<file path="src/sv/wsat_pkg.sv">
`timescale 1ns / 1ps

package wsat_pkg;

  localparam int unsigned REQ_W = 2;
  localparam int unsigned IDX_W = 3;
  localparam int unsigned DATA_W = 32;
  localparam int unsigned WSUM_W = 48;
  localparam int unsigned WCNT_W = 16;
  localparam int unsigned TSUM_W = 64;
  localparam int unsigned TCNT_W = 32;
  localparam int unsigned TICK_W = 16;

  localparam logic [REQ_W-1:0] REQ_PUSH  = 2'd0;
  localparam logic [REQ_W-1:0] REQ_TICK  = 2'd1;
  localparam logic [REQ_W-1:0] REQ_QUERY = 2'd2;

  localparam logic [TICK_W-1:0] WINDOW_TICKS_RST = 16'd500;
  localparam logic [WCNT_W-1:0] WCNT_MAX = 16'hFFFF;

  typedef struct packed {
    logic              done;
    logic [DATA_W-1:0] quo;
  } div_res_t;

endpackage

</file>
<file path="src/sv/wsat_div.sv">
`timescale 1ns / 1ps

// Signed 64-bit by unsigned 32-bit divider, one quotient bit per cycle.
// Quotient truncates toward zero; only its low 32 bits come out.
module wsat_div (
  input  logic                           clk,
  input  logic                           rst_n,
  input  logic                           start,
  input  logic [wsat_pkg::TSUM_W-1:0]    dividend,
  input  logic [wsat_pkg::TCNT_W-1:0]    divisor,
  output wsat_pkg::div_res_t             res
);

  localparam int unsigned DW = wsat_pkg::TSUM_W;
  localparam int unsigned SW = wsat_pkg::TCNT_W;
  localparam int unsigned CW = $clog2(DW) + 1;

  logic          busy_r, busy_nxt;
  logic [CW-1:0] cnt_r, cnt_nxt;
  logic [DW-1:0] dvd_r, dvd_nxt;
  logic [SW-1:0] rem_r, rem_nxt;
  logic [SW-1:0] dsr_r, dsr_nxt;
  logic          neg_r, neg_nxt;
  logic          done_r, done_nxt;
  logic [SW:0]   trial;
  logic          fits;
  logic [DW-1:0] mag;

  assign trial = {rem_r, dvd_r[DW-1]};
  assign fits  = trial >= {1'b0, dsr_r};
  assign mag   = dividend[DW-1] ? (~dividend + 1'b1) : dividend;

  always_comb begin
    busy_nxt = busy_r;
    cnt_nxt  = cnt_r;
    dvd_nxt  = dvd_r;
    rem_nxt  = rem_r;
    dsr_nxt  = dsr_r;
    neg_nxt  = neg_r;
    done_nxt = 1'b0;
    if (busy_r) begin
      // shift in one dividend bit, subtract when it fits
      rem_nxt = fits ? SW'(trial - {1'b0, dsr_r}) : trial[SW-1:0];
      dvd_nxt = {dvd_r[DW-2:0], fits};
      cnt_nxt = cnt_r - 1'b1;
      if (cnt_r == CW'(1)) begin
        busy_nxt = 1'b0;
        done_nxt = 1'b1;
      end
    end else if (start) begin
      busy_nxt = 1'b1;
      cnt_nxt  = CW'(DW);
      dvd_nxt  = mag;
      rem_nxt  = '0;
      dsr_nxt  = divisor;
      neg_nxt  = dividend[DW-1];
    end
  end

  always_ff @(posedge clk) begin
    if (!rst_n) begin
      busy_r <= 1'b0;
      done_r <= 1'b0;
    end else begin
      busy_r <= busy_nxt;
      done_r <= done_nxt;
    end
    cnt_r <= cnt_nxt;
    dvd_r <= dvd_nxt;
    rem_r <= rem_nxt;
    dsr_r <= dsr_nxt;
    neg_r <= neg_nxt;
  end

  assign res.done = done_r;
  assign res.quo  = neg_r ? (~dvd_r[SW-1:0] + 1'b1) : dvd_r[SW-1:0];

endmodule

</file>
<file path="src/sv/windowed_stat_average_tracker.sv">
`timescale 1ns / 1ps

// Windowed average tracker. A word is taken when start is high and busy is
// low. Push and query pass through the execute state; a query result appears
// on the out_ ports for one cycle with out_valid, and must be taken then.
// A tick that does not close the window returns to idle after the execute
// state. A closing tick walks all statistics in order, one per cycle where a
// statistic holds no samples; each one holding samples costs up to two passes
// of the shared divider. cfg_window_ticks may be written whenever busy is low.
module windowed_stat_average_tracker #(
  parameter int unsigned NUM_STATS = 8
) (
  input  logic                                clk,
  input  logic                                rst_n,
  input  logic                                start,
  output logic                                busy,
  input  logic [wsat_pkg::REQ_W-1:0]          in_req_type,
  input  logic [wsat_pkg::IDX_W-1:0]          in_stat_index,
  input  logic signed [wsat_pkg::DATA_W-1:0]  in_sample_value,
  output logic                                out_valid,
  output logic signed [wsat_pkg::DATA_W-1:0]  out_window_mean,
  output logic signed [wsat_pkg::DATA_W-1:0]  out_lowest_mean,
  output logic signed [wsat_pkg::DATA_W-1:0]  out_highest_mean,
  output logic signed [wsat_pkg::DATA_W-1:0]  out_lifetime_mean,
  input  logic                                cfg_valid,
  output logic                                cfg_ready,
  input  logic [wsat_pkg::TICK_W-1:0]         cfg_window_ticks
);

  localparam int unsigned IW = (NUM_STATS > 1) ? $clog2(NUM_STATS) : 1;
  // one spare bit so NUM_STATS itself fits for the range compare
  localparam int unsigned EW = ((IW > wsat_pkg::IDX_W) ? IW : wsat_pkg::IDX_W) + 1;
  localparam int unsigned DW = wsat_pkg::DATA_W;
  localparam int unsigned SW = wsat_pkg::WSUM_W;
  localparam int unsigned CW = wsat_pkg::WCNT_W;
  localparam int unsigned TW = wsat_pkg::TSUM_W;
  localparam int unsigned NW = wsat_pkg::TCNT_W;

  localparam logic [2:0] S_IDLE = 3'd0;
  localparam logic [2:0] S_EXEC = 3'd1;
  localparam logic [2:0] S_SCAN = 3'd2;
  localparam logic [2:0] S_DIVT = 3'd3;
  localparam logic [2:0] S_DIVW = 3'd4;

  localparam logic [IW-1:0] LAST_IDX = IW'(NUM_STATS - 1);

  logic signed [SW-1:0] wsum_r  [NUM_STATS];
  logic        [CW-1:0] wcnt_r  [NUM_STATS];
  logic signed [TW-1:0] tsum_r  [NUM_STATS];
  logic        [NW-1:0] tcnt_r  [NUM_STATS];
  logic signed [DW-1:0] last_r  [NUM_STATS];
  logic signed [DW-1:0] ovr_r   [NUM_STATS];
  logic signed [DW-1:0] min_r   [NUM_STATS];
  logic signed [DW-1:0] max_r   [NUM_STATS];

  logic [2:0]                   state_r;
  logic [wsat_pkg::TICK_W-1:0]  tick_r;
  logic [wsat_pkg::TICK_W-1:0]  wticks_r;
  logic [wsat_pkg::REQ_W-1:0]   req_r;
  logic [IW-1:0]                sel_r;
  logic                         inrange_r;
  logic signed [DW-1:0]         sample_r;
  logic [IW-1:0]                scan_r;

  logic                         accept;
  logic [EW-1:0]                idx_ext;
  logic [wsat_pkg::TICK_W-1:0]  tick_inc;
  logic [NW:0]                  tcnt_add;
  logic signed [TW-1:0]         tsum_add;
  logic                         div_start;
  logic [TW-1:0]                div_dvd;
  logic [NW-1:0]                div_dsr;
  wsat_pkg::div_res_t           div_res;

  assign accept    = start && !busy;
  assign busy      = state_r != S_IDLE;
  assign cfg_ready = 1'b1;
  assign idx_ext   = EW'(in_stat_index);
  assign tick_inc  = tick_r + 1'b1;
  assign tcnt_add  = {1'b0, tcnt_r[scan_r]} + (NW + 1)'(wcnt_r[scan_r]);
  assign tsum_add  = tsum_r[scan_r] + TW'(wsum_r[scan_r]);

  // Divider launch: lifetime mean first when totals move, then window mean.
  always_comb begin
    div_start = 1'b0;
    div_dvd   = TW'(wsum_r[scan_r]);
    div_dsr   = NW'(wcnt_r[scan_r]);
    if (state_r == S_SCAN && wcnt_r[scan_r] != '0) begin
      div_start = 1'b1;
      if (!tcnt_add[NW]) begin
        div_dvd = tsum_add;
        div_dsr = tcnt_add[NW-1:0];
      end
    end else if (state_r == S_DIVT && div_res.done) begin
      div_start = 1'b1;
    end
  end

  wsat_div u_div (
    .clk      (clk),
    .rst_n    (rst_n),
    .start    (div_start),
    .dividend (div_dvd),
    .divisor  (div_dsr),
    .res      (div_res)
  );

  always_ff @(posedge clk) begin
    if (!rst_n) begin
      state_r   <= S_IDLE;
      tick_r    <= '0;
      wticks_r  <= wsat_pkg::WINDOW_TICKS_RST;
      out_valid <= 1'b0;
      for (int i = 0; i < NUM_STATS; i++) begin
        wsum_r[i] <= '0;
        wcnt_r[i] <= '0;
        tsum_r[i] <= '0;
        tcnt_r[i] <= '0;
        last_r[i] <= '0;
        ovr_r[i]  <= '0;
        min_r[i]  <= {1'b0, {(DW-1){1'b1}}};
        max_r[i]  <= {1'b1, {(DW-1){1'b0}}};
      end
    end else begin
      out_valid <= 1'b0;
      if (cfg_valid && cfg_ready) begin
        wticks_r <= cfg_window_ticks;
      end
      unique case (state_r)
        S_IDLE: begin
          if (accept) begin
            req_r     <= in_req_type;
            sel_r     <= idx_ext[IW-1:0];
            inrange_r <= idx_ext < EW'(NUM_STATS);
            sample_r  <= in_sample_value;
            state_r   <= S_EXEC;
          end
        end
        S_EXEC: begin
          state_r <= S_IDLE;
          priority if (req_r == wsat_pkg::REQ_PUSH) begin
            if (inrange_r && wcnt_r[sel_r] != wsat_pkg::WCNT_MAX) begin
              wsum_r[sel_r] <= wsum_r[sel_r] + SW'(sample_r);
              wcnt_r[sel_r] <= wcnt_r[sel_r] + 1'b1;
            end
          end else if (req_r == wsat_pkg::REQ_TICK) begin
            if (tick_inc >= wticks_r) begin
              tick_r  <= '0;
              scan_r  <= '0;
              state_r <= S_SCAN;
            end else begin
              tick_r <= tick_inc;
            end
          end else if (req_r == wsat_pkg::REQ_QUERY) begin
            out_valid <= 1'b1;
            if (!inrange_r) begin
              out_window_mean   <= '0;
              out_lowest_mean   <= '0;
              out_highest_mean  <= '0;
              out_lifetime_mean <= '0;
            end else begin
              out_window_mean   <= last_r[sel_r];
              out_lowest_mean   <= (tcnt_r[sel_r] != '0) ? min_r[sel_r] : '0;
              out_highest_mean  <= (tcnt_r[sel_r] != '0) ? max_r[sel_r] : '0;
              out_lifetime_mean <= ovr_r[sel_r];
            end
          end else begin
            // drop the unused request code
          end
        end
        S_SCAN: begin
          if (wcnt_r[scan_r] != '0) begin
            if (!tcnt_add[NW]) begin
              tsum_r[scan_r] <= tsum_add;
              tcnt_r[scan_r] <= tcnt_add[NW-1:0];
              state_r        <= S_DIVT;
            end else begin
              state_r <= S_DIVW;
            end
          end else if (scan_r == LAST_IDX) begin
            state_r <= S_IDLE;
          end else begin
            scan_r <= scan_r + 1'b1;
          end
        end
        S_DIVT: begin
          if (div_res.done) begin
            ovr_r[scan_r] <= div_res.quo;
            state_r       <= S_DIVW;
          end
        end
        S_DIVW: begin
          if (div_res.done) begin
            last_r[scan_r] <= div_res.quo;
            wsum_r[scan_r] <= '0;
            wcnt_r[scan_r] <= '0;
            if ($signed(div_res.quo) > max_r[scan_r]) max_r[scan_r] <= div_res.quo;
            if ($signed(div_res.quo) < min_r[scan_r]) min_r[scan_r] <= div_res.quo;
            if (scan_r == LAST_IDX) begin
              state_r <= S_IDLE;
            end else begin
              scan_r  <= scan_r + 1'b1;
              state_r <= S_SCAN;
            end
          end
        end
        default: state_r <= S_IDLE;
      endcase
    end
  end

  a_result_from_exec: assert property (@(posedge clk) disable iff (!rst_n)
    out_valid |-> $past(state_r) == S_EXEC)
    else $error("result strobe without an executed request");

  a_accept_goes_busy: assert property (@(posedge clk) disable iff (!rst_n)
    accept |=> busy)
    else $error("accepted word did not raise busy");

  a_scan_in_range: assert property (@(posedge clk) disable iff (!rst_n)
    (state_r == S_SCAN || state_r == S_DIVW) |-> scan_r <= LAST_IDX)
    else $error("scan index past last statistic");

  a_div_idle_done: assert property (@(posedge clk) disable iff (!rst_n)
    (div_res.done && state_r != S_DIVT) |-> state_r == S_DIVW)
    else $error("divider finished outside a wait state");

endmodule
</file>
<file path="config.mk">
export PLATFORM = sky130hd
export DESIGN_NAME = windowed_stat_average_tracker
export DESIGN_NICKNAME = d
export VERILOG_FILES = /design/src/sv/wsat_pkg.sv /design/src/sv/wsat_div.sv /design/src/sv/windowed_stat_average_tracker.sv
export SDC_FILE = /design/constraint.sdc
export NUM_CORES = 2
export LEC_CHECK = 0
export BUFFER_PORTS_ARGS = -buffer_cell sky130_fd_sc_hd__buf_2
export CAP_MARGIN = 20
export CORE_MARGIN = 4
export CORE_UTILIZATION = 45
export CTS_CLUSTER_SIZE = 14
export DETAILED_ROUTE_END_ITERATION = 8
export GPL_TIMING_DRIVEN = 0
export SYNTH_ARGS = -nofsm -noshare
export SYNTH_HDL_FRONTEND = slang
export SYNTH_SLANG_ARGS = --single-unit
</file>
<file path="constraint.sdc">
create_clock -name clk -period 17.9 [get_ports clk]
set_clock_uncertainty 0.15 [all_clocks]
set_input_delay 0.895 -clock clk [delete_from_list [all_inputs] [get_ports clk]]
set_output_delay 0.895 -clock clk [all_outputs]
set_load 0.02 [all_outputs]
</file>
## Word level (Yosys, flattened, before mapping)

Memories as Yosys holds them, arrays and structs flattened. A register that Yosys moved wholly into a read port is not among the register bits.
Index checks and enable logic that the tools add are counted.

| storage, ports and cells | value |
|---|---|
| input bits | 57 |
| logic and storage cells | 207 |
| output and inout bits | 131 |
| bits in writable memories | 2304 |
| memories kept | 8 |
| register bits after elaboration | 215 |

| operators by class | value |
|---|---|
| reduce and logical (&&, ||, !) cells | 36 |
| $add $sub $neg | 10 |
| bitwise logic cells | 8 |
| $lt $le $gt $ge | 5 |
| eq/ne operators | 17 |
| mux-type cells | 106 |

Memory list:

| name | depth | width | read ports | clocked after memory_dff | wr ports | line | RTL |
|---|---|---|---|---|---|---|---|
| tsum_r | 8 | 64 | 1 | 1 | 8 | windowed_stat_average_tracker.sv:49 | `logic signed [TW-1:0] tsum_r [NUM_STATS];` |
| wsum_r | 8 | 48 | 2 | 2 | 8 | windowed_stat_average_tracker.sv:47 | `logic signed [SW-1:0] wsum_r [NUM_STATS];` |
| last_r | 8 | 32 | 1 | 1 | 8 | windowed_stat_average_tracker.sv:51 | `logic signed [DW-1:0] last_r [NUM_STATS];` |
| max_r | 8 | 32 | 2 | 2 | 8 | windowed_stat_average_tracker.sv:54 | `logic signed [DW-1:0] max_r [NUM_STATS];` |
| min_r | 8 | 32 | 2 | 2 | 8 | windowed_stat_average_tracker.sv:53 | `logic signed [DW-1:0] min_r [NUM_STATS];` |
| ovr_r | 8 | 32 | 1 | 1 | 8 | windowed_stat_average_tracker.sv:52 | `logic signed [DW-1:0] ovr_r [NUM_STATS];` |
| +2 memories | - | - | - | - | - | - |  |

Operators by type and width:

| kind | number |
|---|---|
| $mux W64 | 6 |
| $mux W32 | 9 |
| $reduce_or A32 Y1 | 5 |
| $mux W48 | 2 |
| $reduce_or A48 Y1 | 2 |
| $mux W3 | 31 |
| $mux W16 | 5 |
| $add A64 B1 Y64 const B | 1 |
| $add A64 B48 Y64 | 1 |
| $not A64 Y64 | 1 |
| $reduce_or A64 Y1 | 1 |
| $add A48 B32 Y48 | 1 |
| $mux W1 | 45 |
| $add A32 B16 Y33 | 1 |
| $ge A33 B32 Y1 | 1 |
| $add A16 B1 Y16 const B | 2 |
| $add A32 B1 Y32 const B | 1 |
| $gt A32 B32 Y1 | 1 |
| $lt A32 B32 Y1 | 1 |
| $not A32 Y32 | 1 |
| $reduce_bool A32 Y1 | 1 |
| $reduce_or A16 Y1 | 2 |
| $sub A32 B32 Y32 | 1 |
| $ge A16 B16 Y1 | 1 |
| other kinds (32) | 59 |

## Depth between registers and ports, before layout

| depth | value |
|---|---|
| depth in word-level cells | 11 |
| mapped depth | 40 |
| depth with buffers taken out | 23 |

## By module

A second synthesis with hierarchy kept.

| second synthesis, totals | value |
|---|---|
| cell total of the unflattened synthesis | 9773 |
| area total of the unflattened synthesis | 135386.1 µm² |

By module, submodules not included:

| module | cells an instance | instances | sequential area each (µm²) | area an instance (µm²) |
|---|---|---|---|---|
| windowed_stat_average_tracker | 8803 | 1 | 75072.0 | 126126.0 |
| wsat_div | 970 | 1 | 4124.0 | 9260.1 |

## Least setup slack after synthesis

Ideal clock, no wire load.

| path | value |
|---|---|
| path type | flip-flop to flip-flop |
| from | register with a tool-made name |
| to | memory tcnt_r[1][0] (netlist name) (enable) |
| data arrival time | 10334 ps |
| setup time | 458 ps |
| clock period less this slack | 10942 ps |
| buffers on the path | 18 |
| cell stages (with the launch flop) | 31 |
| data required time | 17292 ps |
| slack | 6958 ps |
| path through | dfxtp_1 -> buf_6 -> buf_6 -> buf_4 -> buf_2 -> buf_2 -> buf_1 -> clkbuf_1 -> buf_2 -> buf_2 -> clkbuf_1 -> clkbuf_1 -> clkbuf_1 -> mux4_2 -> mux2_2 -> ha_1 -> fa_1 -> a211oi_1 -> o211ai_1 -> a211o_1 -> a211o_1 -> nor4b_1 -> nor4_1 -> clkbuf_1 -> buf_2 -> buf_2 -> clkbuf_1 -> nand3_1 -> clkbuf_1 -> buf_1 -> nand2_1 |

RTL lines:

| element | line | RTL |
|---|---|---|
| end: declaration | windowed_stat_average_tracker.sv:50 | `logic [NW-1:0] tcnt_r [NUM_STATS];` |

==> key figures <==
Outcome
  • Status: completed

GRT
  • First-pass GRT wire length: between 600 and 700 mm
  • Initial antenna violation count: 23
  • Largest net degree at the start of global routing: 70
  • Vias in the first global route: 89650
  • Total GRT Usage: 0.2877
  • Global route overflow: 0

Worst hold path
  • Worst hold stages: 1
  • Hold_sp: in_sample_value[28]
  • Worst hold path endpoint: sample_r[28]
  • HP Class: primary input to register

Clock network
  • Max clock buf depth: 4
  • Number of H-tree levels: 5
  • Post-CTS Resized: 0
  • Worst-skew pair later-pin latency: 0.92 ns
  • Clock root buffer master: clkbuf_16
  • Clk sink count: 2652
  • TritonCTS Buffers: 296
  • CTS tree: yes
  • Clock transition at path regs: ~0.060 ns

Layout
  • Fin nets: 10850
  • Filler instances: 24930
  • Layout Area Growth over Synthesis: 13.74%
  • Post-Layout Cell Count: ~15000
  • Final design utilization: 0.5140
  • Layout cell share with drive strength beyond 1: 0.1829

Synthesis
  • Number of synthesized flops with an enable pin: roughly 2600
  • Post-synth cell types: 92
  • Register area share after synthesis: 0.5959
  • Mapped Avg Cell Area: 13.44 um2
  • Synth Flop Type: edfxtp_1
  • Post-synthesis xor/xnor area fraction: 0.01727
  • Post-Synth Simple-Gate Area: 0.1147
  • Warnings from Yosys: 0
  • Synthesized Nets: 10190
  • Netlist Area Pre-Place: 132900 um2
  • Post-Syn Instances: 9886
  • Post-synthesis compound-gate area fraction: 0.04324
  • Fraction of synthesized area in multiplexers: 0.1796
  • Yosys reg bits: 2652
  • Largest family of logic cells by synthesized area: multiplexers
  • Post-synthesis adder-cell area fraction: 0.02358
  • FFs w/ async S/R, synth: 0

Die
  • Die Width: 551.4 um
  • Die H: ~550 um
  • Rows: 199
  • Starting Density: 0.4519
  • I/O pin count: 188
  • DIE AREA: 304100 um2
  • Core area: 294100 um2

Routing
  • Vias: between 80000 and 90000
  • DRC Markers: 0
  • Router iterations before antenna repair: 6
  • DR vias/cell: 6.084
  • Avg WL per Cell: 30.25 um
  • Post-Route WL: 444.9 mm
  • DRT iter0 DRCs: 11350
  • Post-route ant nets: 0

STA
  • Final Hold Fails: 0
  • Slew @ Worst Pin: 1.286 ns
  • Finish-stage setup viols: 0
  • Peak Freq: slightly below 60 MHz
  • RSZ-0062 raised after global routing: false
  • Fin. max-slew vios: 0
  • Setup TNS: 0 ns
  • Min cycle time layout: around 17 ns
  • Max-slew headroom: 0.1429
  • Final worst path period share: 0.9462

Critical path
  • Worst stage delay on the critical path: 0.83 ns
  • Worst-path fanout max: 19
  • Data required, critical path: 18.37 ns
  • Worst path bufs/invs: 19
  • Crit path max-delay cell type: clkbuf_1
  • Endpoint class of the critical path: register
  • Delay-heaviest family, CP: buffers and inverters
  • Crit path DAT: between 15 and 20 ns
  • Cell mode on critical path: clkbuf_1
  • R2R setup slack: 0.96 ns
  • Crit Path Category: register to register
  • R2R Path End: u_div.dvd_r[62]
  • R2R cell count: 42
  • Worst setup SP type: register

Run
  • Max Cap Violations: 0

Power
  • Tot Pwr: between 15000 and 20000 uW
  • Cell Pwr Density: 124.2 nW/um2
  • Peak VDD IR: 92.86 uV
  • Static Leak: ~0.054 uW

Placed design
  • Placed cell count: 14110
  • Detailed Place HPWL: 323.1 mm
  • Port bufs: 185
  • Final RePlAce weighted congestion: 0.9452
==> metrics by stage <==
stage | hold WS (ns) | area (um2) | worst slack, ns
finish | 0.04916 | 151200 | 0.9636
global route | 0.03877 | 151100 | 0.5488
CTS | 0.0002711 | 150900 | 0.4700
detailed placement | 0.3320 | 141300 | 0.5451
global placement | 0.3304 | 138700 | -4.056
floorplan | 0.3104 | 132900 | 6.958
==> cells in the mapped netlist (all sizes together) (15+ instances only) <==
library cell  count  area (um2)
clkbuf          542        2034
a211oi           18       135.1
nand3            77       385.4
or2              20       125.1
mux2            260        2928
o21a             35       262.8
nor3             98       495.5
xor2            123        1077
dfxtp            44       880.8
nand4            67       434.2
nor4             78       509.2
nand2b           43       269.0
a21o             97       728.2
o211ai           27       202.7
nand2           647        2436
xnor2           139        1217
or4              25       187.7
inv             152       570.6
a31oi            37       237.7
nor2b            64       400.4
nor2           2348        8813
mux4            833       18780
o21ai           246        1231
o31ai            28       215.2
or3              24       155.1
and2             23       143.9
a21oi           250        1251
o21bai           26       195.2
and3             49       306.5
edfxtp         2608       78320
o31a             15       131.4
buf             178       780.8
mux2i           213        2160
ha              244        3053
nand3b           25       187.7
==> sequential cells by signal (all words and copies together), names as in the netlist, 2 cells and up, named ones only <==
signal             flops
wcnt_r               128
u_div.dvd_r           64
out_lifetime_mean     32
tick_r                16
max_r                256
out_highest_mean      32
u_div.rem_r           32
sample_r              32
scan_r                 3
sel_r                  3
u_div.dsr_r           32
state_r                3
wticks_r              16
req_r                  2
u_div.cnt_r            7
out_lowest_mean       32
tcnt_r               256
tsum_r               512
ovr_r                256
wsum_r               384
min_r                256
last_r               256
out_window_mean       32
==> report_power, final <==
group	leakage (uW)	internal (uW)	switching, uW
clock network	0.00448	3370	2550
registers	0.0261	7190	158
logic	0.0230	1660	3850
total	0.0536	12200	6550
==> worst max-delay path by stage <==
stage	start	end	slack, ns	cells after the start
2_1_floorplan	register	tcnt_r[1][0]	6.96	30
3_3_place_gp	register	tcnt_r[5][25]	-4.06	30
3_5_place_dp	register	u_div.dvd_r[62]	0.55	43
4_1_cts	register	u_div.dvd_r[62]	0.47	43
5_1_grt	register	u_div.dvd_r[62]	0.55	42
6_report	register	u_div.dvd_r[62]	0.96	42
==> cells by family after synthesis <==
kind of cell | after synthesis
simple gates | 3633
flops | 2652
mux | 1306
compound gates | 907
buf+inv | 877
xor+xnor | 262
fa+ha+maj | 248
other cells | 1
==> routing by layer <==
| metal | vias up | global-route usage | routed length, um |
|---|---|---|---|
| met5 | - | 0 | 13 |
| met4 | 2 | 0.1662 | 29550 |
| met3 | 1018 | 0.06160 | 43030 |
| met2 | 4741 | 0.4600 | 209100 |
| met1 | 45280 | 0.3642 | 163100 |
| li1 | 38440 | - | - |
==> timing repair <==
item | CTS | global route
setup endpoints to repair | 0 | 1
setup buffers | 0 | 0
hold buffers | 37 | 0
endpoints found under the hold margin | 37 | 0
==> area by class of cell <==
type | instances | area [um2] | share of cell area
sequential | 2652 | 79200 | 0.5240
inverter | 157 | 589.3 | 0.003899
antenna | 13 | 32.53 | 0.0002152
tap | 3919 | 4903 | 0.03244
clock buffer | 379 | 7938 | 0.05251
multi-input combinational | 6357 | 50630 | 0.3350
buffer | 719 | 2831 | 0.01873
clock inverter | 148 | 1282 | 0.008485
timing repair buffer | 364 | 3745 | 0.02478
==> cell usage in the layout, fill, tap and decap left out, types with 215 or more instances in the layout <==
cell and n:
mux4_2 828, clkbuf_1 599, nor2_1 2347, clkbuf_16 303, buf_2 215, edfxtp_1 2608, nand2_1 607, mux2_2 260
ha_1 244, o21ai_0 226, a21oi_1 249
Note: power is estimated with default switching activity, not from simulation.
